### config.mk
export PLATFORM = sky130hd
export DESIGN_NAME = bounded_fifo_with_position_search_top
export DESIGN_NICKNAME = d
export VERILOG_FILES = /design/src/rtl/bfps_pkg.sv /design/src/rtl/bounded_fifo_with_position_search_top.sv /design/src/rtl/bfps_ram.sv
export SDC_FILE = /design/constraint.sdc
export NUM_CORES = 1
export LEC_CHECK = 0
export BUFFER_PORTS_ARGS = -buffer_cell sky130_fd_sc_hd__buf_2
export CORE_MARGIN = 3
export CORE_UTILIZATION = 40
export CTS_BUF_LIST = sky130_fd_sc_hd__clkbuf_8
export CTS_CLUSTER_DIAMETER = 120
export DETAILED_ROUTE_END_ITERATION = 8
export MAX_ROUTING_LAYER = met4
export PLACE_DENSITY = 0.52
export SLEW_MARGIN = 10
export SYNTH_ARGS = -nofsm -noshare
export SYNTH_HDL_FRONTEND = slang
export SYNTH_SLANG_ARGS = --single-unit
### constraint.sdc
create_clock -name clk_i -period 6.3 [get_ports clk_i]
set_input_delay 0.63 -clock clk_i [delete_from_list [all_inputs] [get_ports clk_i]]
set_output_delay 0.63 -clock clk_i [all_outputs]
set_load 0.005 [all_outputs]
### src/rtl/bfps_pkg.sv
`timescale 1ns / 1ps

package bfps_pkg;

  localparam int unsigned DEPTH        = 16;
  localparam int unsigned OBJECT_WIDTH = 32;
  localparam int unsigned AW           = (DEPTH > 1) ? $clog2(DEPTH) : 1;
  localparam int unsigned CW           = $clog2(DEPTH + 1);
  localparam int unsigned CAP_W        = 5;
  localparam logic [CAP_W-1:0] CAP_RESET = CAP_W'(16);

  typedef enum logic [1:0] {
    OP_PUT  = 2'd0,
    OP_GET  = 2'd1,
    OP_FIND = 2'd2
  } op_e;

  typedef enum logic [1:0] {
    ST_OK    = 2'd0,
    ST_FULL  = 2'd1,
    ST_EMPTY = 2'd2
  } status_e;

  typedef struct packed {
    logic [1:0]              operation;
    logic [OBJECT_WIDTH-1:0] object_value;
  } in_word_t;

  typedef struct packed {
    logic [1:0]              status;
    logic [OBJECT_WIDTH-1:0] object_out;
    logic [CW-1:0]           position;
    logic [CW-1:0]           fill_level;
  } out_word_t;

  function automatic logic [AW-1:0] next_slot(input logic [AW-1:0] idx);
    logic [AW-1:0] nxt;
    nxt = (idx == AW'(DEPTH - 1)) ? '0 : idx + AW'(1);
    return nxt;
  endfunction

endpackage

### src/rtl/bounded_fifo_with_position_search_top.sv
`timescale 1ns / 1ps

// Bounded FIFO of object words with a position search.
// Input channel (in_valid_i / in_ready_o / in_word_i): one word carries an
// operation (put, get, find) and an object word. Output channel
// (out_valid_o / out_ready_i / out_word_o): one result word per input word,
// with status, the removed object (get), the 1-based match position (find)
// and the fill level after the operation.
// cfg_we_i / cfg_wdata_i write the capacity limit (reset 16, saturates at
// the store depth, 0 refuses every put).
// Put, refused get, find on an empty queue and unknown codes go from idle
// to the response state, which loads the output register; a successful get
// first waits in S_GET for the head read data. A find walks the entries
// from the head through the store's read port, a read state and then a
// compare state per entry, up to DEPTH entries, stopping at a match.
// One operation is in flight at a time; in_ready_o is high only while the
// sequencer is idle. A finished result waits in the output register; if
// the receiver stalls while another result is ready, the sequencer holds
// in its response state until the register frees up.
// Reset empties the queue (head, tail, count cleared) and restores the
// capacity; stored words are not cleared, they are only read once written.
module bounded_fifo_with_position_search_top (
  input  logic                       clk_i,
  input  logic                       rst_ni,
  input  logic                       in_valid_i,
  output logic                       in_ready_o,
  input  bfps_pkg::in_word_t         in_word_i,
  output logic                       out_valid_o,
  input  logic                       out_ready_i,
  output bfps_pkg::out_word_t        out_word_o,
  input  logic                       cfg_we_i,
  input  logic [bfps_pkg::CAP_W-1:0] cfg_wdata_i
);

  import bfps_pkg::*;

  typedef enum logic [4:0] {
    S_IDLE = 5'b00001,
    S_GET  = 5'b00010,  // wait for head read data
    S_FRD  = 5'b00100,  // issue read at walk slot
    S_FCMP = 5'b01000,  // compare walk slot data
    S_RESP = 5'b10000   // push result to output register
  } state_e;

  state_e                  state_q, state_d;
  logic [AW-1:0]           head_q, head_d;
  logic [AW-1:0]           tail_q, tail_d;
  logic [CW-1:0]           count_q, count_d;
  logic [CAP_W-1:0]        cap_q;
  logic [AW-1:0]           slot_q, slot_d;
  logic [CW-1:0]           k_q, k_d;
  logic [OBJECT_WIDTH-1:0] obj_q, obj_d;
  logic [1:0]              res_status_q, res_status_d;
  logic [OBJECT_WIDTH-1:0] res_obj_q, res_obj_d;
  logic [CW-1:0]           res_pos_q, res_pos_d;
  logic                    out_valid_q, out_valid_d;
  out_word_t               out_word_q, out_word_d;

  logic                    accept;
  logic                    can_put;
  logic                    ram_we;
  logic [AW-1:0]           ram_raddr;
  logic [OBJECT_WIDTH-1:0] ram_rdata;
  logic                    out_free;

  assign accept   = in_valid_i && in_ready_o;
  assign out_free = !out_valid_q || out_ready_i;
  // count never exceeds DEPTH; a capacity above DEPTH saturates there
  assign can_put  = (CW'(count_q) < CW'(cap_q)) && (count_q != CW'(DEPTH));
  assign ram_we   = accept && (in_word_i.operation == OP_PUT) && can_put;
  assign ram_raddr = (state_q == S_IDLE) ? head_q : slot_q;

  bfps_ram #(
    .WIDTH(OBJECT_WIDTH),
    .DEPTH(DEPTH)
  ) u_store (
    .clk_i  (clk_i),
    .we_i   (ram_we),
    .waddr_i(tail_q),
    .wdata_i(in_word_i.object_value),
    .raddr_i(ram_raddr),
    .rdata_o(ram_rdata)
  );

  always_comb begin
    state_d      = state_q;
    head_d       = head_q;
    tail_d       = tail_q;
    count_d      = count_q;
    slot_d       = slot_q;
    k_d          = k_q;
    obj_d        = obj_q;
    res_status_d = res_status_q;
    res_obj_d    = res_obj_q;
    res_pos_d    = res_pos_q;
    out_valid_d  = out_valid_q && !out_ready_i;
    out_word_d   = out_word_q;

    unique case (state_q)
      S_IDLE: begin
        if (accept) begin
          res_status_d = ST_OK;
          res_obj_d    = '0;
          res_pos_d    = '0;
          obj_d        = in_word_i.object_value;
          state_d      = S_RESP;
          unique case (in_word_i.operation)
            OP_PUT: begin
              if (can_put) begin
                tail_d  = next_slot(tail_q);
                count_d = count_q + CW'(1);
              end else begin
                res_status_d = ST_FULL;
              end
            end
            OP_GET: begin
              if (count_q != '0) begin
                // head read issued this cycle
                head_d  = next_slot(head_q);
                count_d = count_q - CW'(1);
                state_d = S_GET;
              end else begin
                res_status_d = ST_EMPTY;
              end
            end
            OP_FIND: begin
              if (count_q != '0) begin
                slot_d  = head_q;
                k_d     = '0;
                state_d = S_FRD;
              end
            end
            default: ;  // unused code: no change
          endcase
        end
      end
      S_GET: begin
        res_obj_d = ram_rdata;
        state_d   = S_RESP;
      end
      S_FRD: begin
        state_d = S_FCMP;
      end
      S_FCMP: begin
        if (ram_rdata == obj_q) begin
          res_pos_d = k_q + CW'(1);
          state_d   = S_RESP;
        end else if (k_q + CW'(1) == count_q) begin
          state_d = S_RESP;
        end else begin
          k_d     = k_q + CW'(1);
          slot_d  = next_slot(slot_q);
          state_d = S_FRD;
        end
      end
      S_RESP: begin
        if (out_free) begin
          out_valid_d           = 1'b1;
          out_word_d.status     = res_status_q;
          out_word_d.object_out = res_obj_q;
          out_word_d.position   = res_pos_q;
          out_word_d.fill_level = count_q;
          state_d               = S_IDLE;
        end
      end
      default: state_d = S_IDLE;
    endcase
  end

  always_ff @(posedge clk_i or negedge rst_ni) begin
    if (!rst_ni) begin
      state_q     <= S_IDLE;
      head_q      <= '0;
      tail_q      <= '0;
      count_q     <= '0;
      cap_q       <= CAP_RESET;
      out_valid_q <= 1'b0;
    end else begin
      state_q     <= state_d;
      head_q      <= head_d;
      tail_q      <= tail_d;
      count_q     <= count_d;
      out_valid_q <= out_valid_d;
      if (cfg_we_i) begin
        cap_q <= cfg_wdata_i;
      end
    end
  end

  always_ff @(posedge clk_i) begin
    slot_q       <= slot_d;
    k_q          <= k_d;
    obj_q        <= obj_d;
    res_status_q <= res_status_d;
    res_obj_q    <= res_obj_d;
    res_pos_q    <= res_pos_d;
    out_word_q   <= out_word_d;
  end

  assign in_ready_o  = (state_q == S_IDLE);
  assign out_valid_o = out_valid_q;
  assign out_word_o  = out_word_q;

`ifndef SYNTH
  a_count_bound: assert property (@(posedge clk_i) disable iff (!rst_ni)
    count_q <= CW'(DEPTH))
    else $error("fill count above depth");

  a_put_grows: assert property (@(posedge clk_i) disable iff (!rst_ni)
    (accept && (in_word_i.operation == OP_PUT) && can_put)
      |=> (count_q == $past(count_q) + CW'(1)))
    else $error("accepted put did not grow the queue");

  a_walk_in_range: assert property (@(posedge clk_i) disable iff (!rst_ni)
    ((state_q == S_FRD) || (state_q == S_FCMP)) |-> (k_q < count_q))
    else $error("find walk past the tail");

  a_resp_drains: assert property (@(posedge clk_i) disable iff (!rst_ni)
    ((state_q == S_RESP) && out_free) |=> (out_valid_q && (state_q == S_IDLE)))
    else $error("result not loaded into output register");
`endif

endmodule

### src/rtl/bfps_ram.sv
`timescale 1ns / 1ps

module bfps_ram #(
  parameter int unsigned WIDTH = 32,
  parameter int unsigned DEPTH = 16
) (
  input  logic                                       clk_i,
  input  logic                                       we_i,
  input  logic [((DEPTH > 1) ? $clog2(DEPTH) : 1)-1:0] waddr_i,
  input  logic [WIDTH-1:0]                           wdata_i,
  input  logic [((DEPTH > 1) ? $clog2(DEPTH) : 1)-1:0] raddr_i,
  output logic [WIDTH-1:0]                           rdata_o
);

  logic [WIDTH-1:0] mem_q [DEPTH];
  logic [WIDTH-1:0] rdata_q;

  always_ff @(posedge clk_i) begin
    if (we_i) begin
      mem_q[waddr_i] <= wdata_i;
    end
    rdata_q <= mem_q[raddr_i];
  end

  assign rdata_o = rdata_q;

endmodule

==> impl_metrics.toml <==
[sta]
timing.hold.ws_ns = 0.142
rsz0062_at_grt = "false"
hold_viol = 0
finClkSkew_ns = 0.0325
fin_crit_ns = 4.19
period_share = 0.665
maxSlewViolCount = 0
final.setup.tns_ns = 0
worst_pin_slew_ns = 1.18
maxSlewHeadroom = 0.213
max_freq_ghz = 0.239
setup-violations-final = 0

[yosys]
synthFlopType = "edfxtp_1"
synth_seq_cells = 692
syn_inst = 1707
synth.area.top_cells = "edfxtp_1, nand2_1, dfxtp_1"
synth_edf_count = 636
ys_seq_area_frac = 0.765
synth_commonest_cells = "edfxtp_1, nand2_1, nand3_1"
async_flop_share = 0.0347
synth_warnings = 0
synth_cell_type_count = 63
synth_top_area_cell = "edfxtp_1"
synth_most_common_cell = "edfxtp_1"
syn-num-nets = 1769
synth_top_area_frac = 0.718
synthesis.area_um2 = 26600
postSynthAreaPerCell_um2 = 15.6

[worst_setup_path]
critPathMaxStageDelay_ns = 0.99
crit_start = "state_q[0]$_DFFE_PN1P_"
slowest_stage = "nor2_4"
cp-end-kind = "flop"
path_buf_inv = 1
crit_family = "simple AND/OR/NAND/NOR gates"
crit_chain = "nor2b_1 -> and3_2 -> buf_4 -> o2111a_1 -> nand2_1 -> nor2_4"
r2r-start = "state_q[0]$_DFFE_PN1P_"
worstSetupPathType = "flop to flop"
crit_arrival_ns = 4.49
cp_max_fo = 39
startpoint_type = "flop"
cp.required_ns = 6.60

[clock_tree]
htree_levels = 3
cts_buffer_depth = 3
root_buffer = "clkbuf_8"
cts_sinks = 692
cts_tree = "yes"
cts_resized = 0
post_cts_buffers = 0
numCtsBuffers = 113
clk_pin_slew_ns = 0.06
clk_latency_ns = 0.70
holdBufCountCts = 1

[floorplan]
die_h_um = 264
rows = 93
dieArea_um2 = 69600
core_um2 = 65200
io_pins = 90
start_util = 0.408
die_w_um = 264

[pwr]
p_total_uw = 13900
peakVddDrop_mv = 0.273
power_density_nw_per_um2 = 456
power_leakage_uw = 0.0104

[detailed_routing]
drc = 0
detail_route.wl_per_cell_um = 24.0
initialDrtViolationCount = 1613
ant_nets = 0
wl_mm = 67.0
via_per_inst = 5.54
drtPass1Iterations = 5
vias = 15400

[global_route]
antenna_found_initial = 4
grt_pass1_vias = 15100
grt_max_degree = 82
grt_usage = 0.195
grt_pass1_wl_mm = 98.5
grt_remaining_overflow = 0

[status]
status = "completed"

[placed_design]
portBuffers = 89
place_congestion = 0.818
dp.final_hpwl_mm = 38.7

[layout]
nNetsFinal = 1897
drive_gt1_frac = 0.177
area_growth_pct = 14.3

[min_path]
hold_path_startpoint = "cfg_wdata_i[1]"
hold_path_class = "primary input to flop"

[flow_run]
cap_violations = 0
[cell families after synthesis]
group | share of synthesized area
simple gates | 0.0787
mux | 0.00668
compound gates | 0.106
buf+inv | 0.0193
flops | 0.765
fa+ha+maj | 0.00875
xor+xnor | 0.0158
[report_power, final]
| part | total (µW) | switching (µW) | internal, µW |
|---|---|---|---|
| combinational | 4120 | 2880 | 1230 |
| sequential | 5840 | 308 | 5530 |
| clock | 3920 | 1770 | 2150 |
[routing by layer]
metal,GRT usage,wire (µm)
met5,-,0
met1,0.287,32000
met4,0.0544,1180
met3,0.0321,4120
met2,0.282,29700
[sequential cells by signal, summed over array words and instances (netlist names)]
register	flops
u_store.mem_q	512
out_word_o	44
obj_q	32
res_obj_q	32
u_store.rdata_o	32
cap_q	5
count_q	5
k_q	5
res_pos_q	5
state_q	5
head_q	4
slot_q	4
tail_q	4
res_status_q	2
out_valid_o	1
[metrics by stage]
stage	instance area [µm²]	setup slack [ns]	cells	utilization
floorplan	26600	0.837	1707	-
global placement	28000	2.26	2573	0.430
detailed placement	28000	2.12	2573	0.430
CTS	30400	2.08	2785	0.466
global route	30400	1.79	2787	0.466
finish	30400	2.11	2788	0.467
[cell type report]
| class | count | area (µm²) |
|---|---|---|
| Fill cell | 5742 | 34800 |
| Inverter | 17 | 63.8 |
| Sequential cell | 692 | 20300 |
| Clock buffer | 132 | 1820 |
| Tap cell | 855 | 1070 |
| Antenna cell | 2 | 5.00 |
| Clock inverter | 79 | 498 |
| Timing Repair Buffer | 112 | 641 |
| Multi-Input combinational cell | 899 | 5960 |
[path summary, 6_finish.rpt]
path / end / slack, ns / depth (start not counted)
setup reg to reg: u_store.mem_q[15][16]$_DFFE_PP_ / 2.11 / 6
hold / removal: cap_q[1]$_DFFE_PN0P_ / 0.14 / 3
max in group asynchronous: tail_q[1]$_DFFE_PN0P_ / 5.41 / 2
min in group asynchronous: cap_q[0]$_DFFE_PN0P_ / 0.47 / 2
setup / recovery: u_store.mem_q[15][16]$_DFFE_PP_ / 2.11 / 6
hold reg to reg: out_word_o[14]$_DFFE_PP_ / 0.41 / 0
[worst min-delay path, delay by kind of cell]
kind	cells	cell delay (ns)
simple gates	1	0.04
buf+inv	1	0.07
compound gates	1	0.06
[cells in the final DEF (no fill, tap or decap), types with 17 or more instances in the layout]
cell	instances
and2_1	35
nand2_1	249
o21ai_0	41
o221ai_1	33
clkbuf_8	132
dfrtp_1	22
a41o_1	27
nand3_1	89
o22ai_1	37
ha_1	17
inv_1	56
a31oi_1	35
edfxtp_1	636
xor2_1	37
a211oi_1	37
buf_2	89
a221oi_2	27
dfxtp_1	32
buf_4	21
o32ai_1	20
o21bai_1	35
Note: power is estimated with default switching activity, not from simulation.
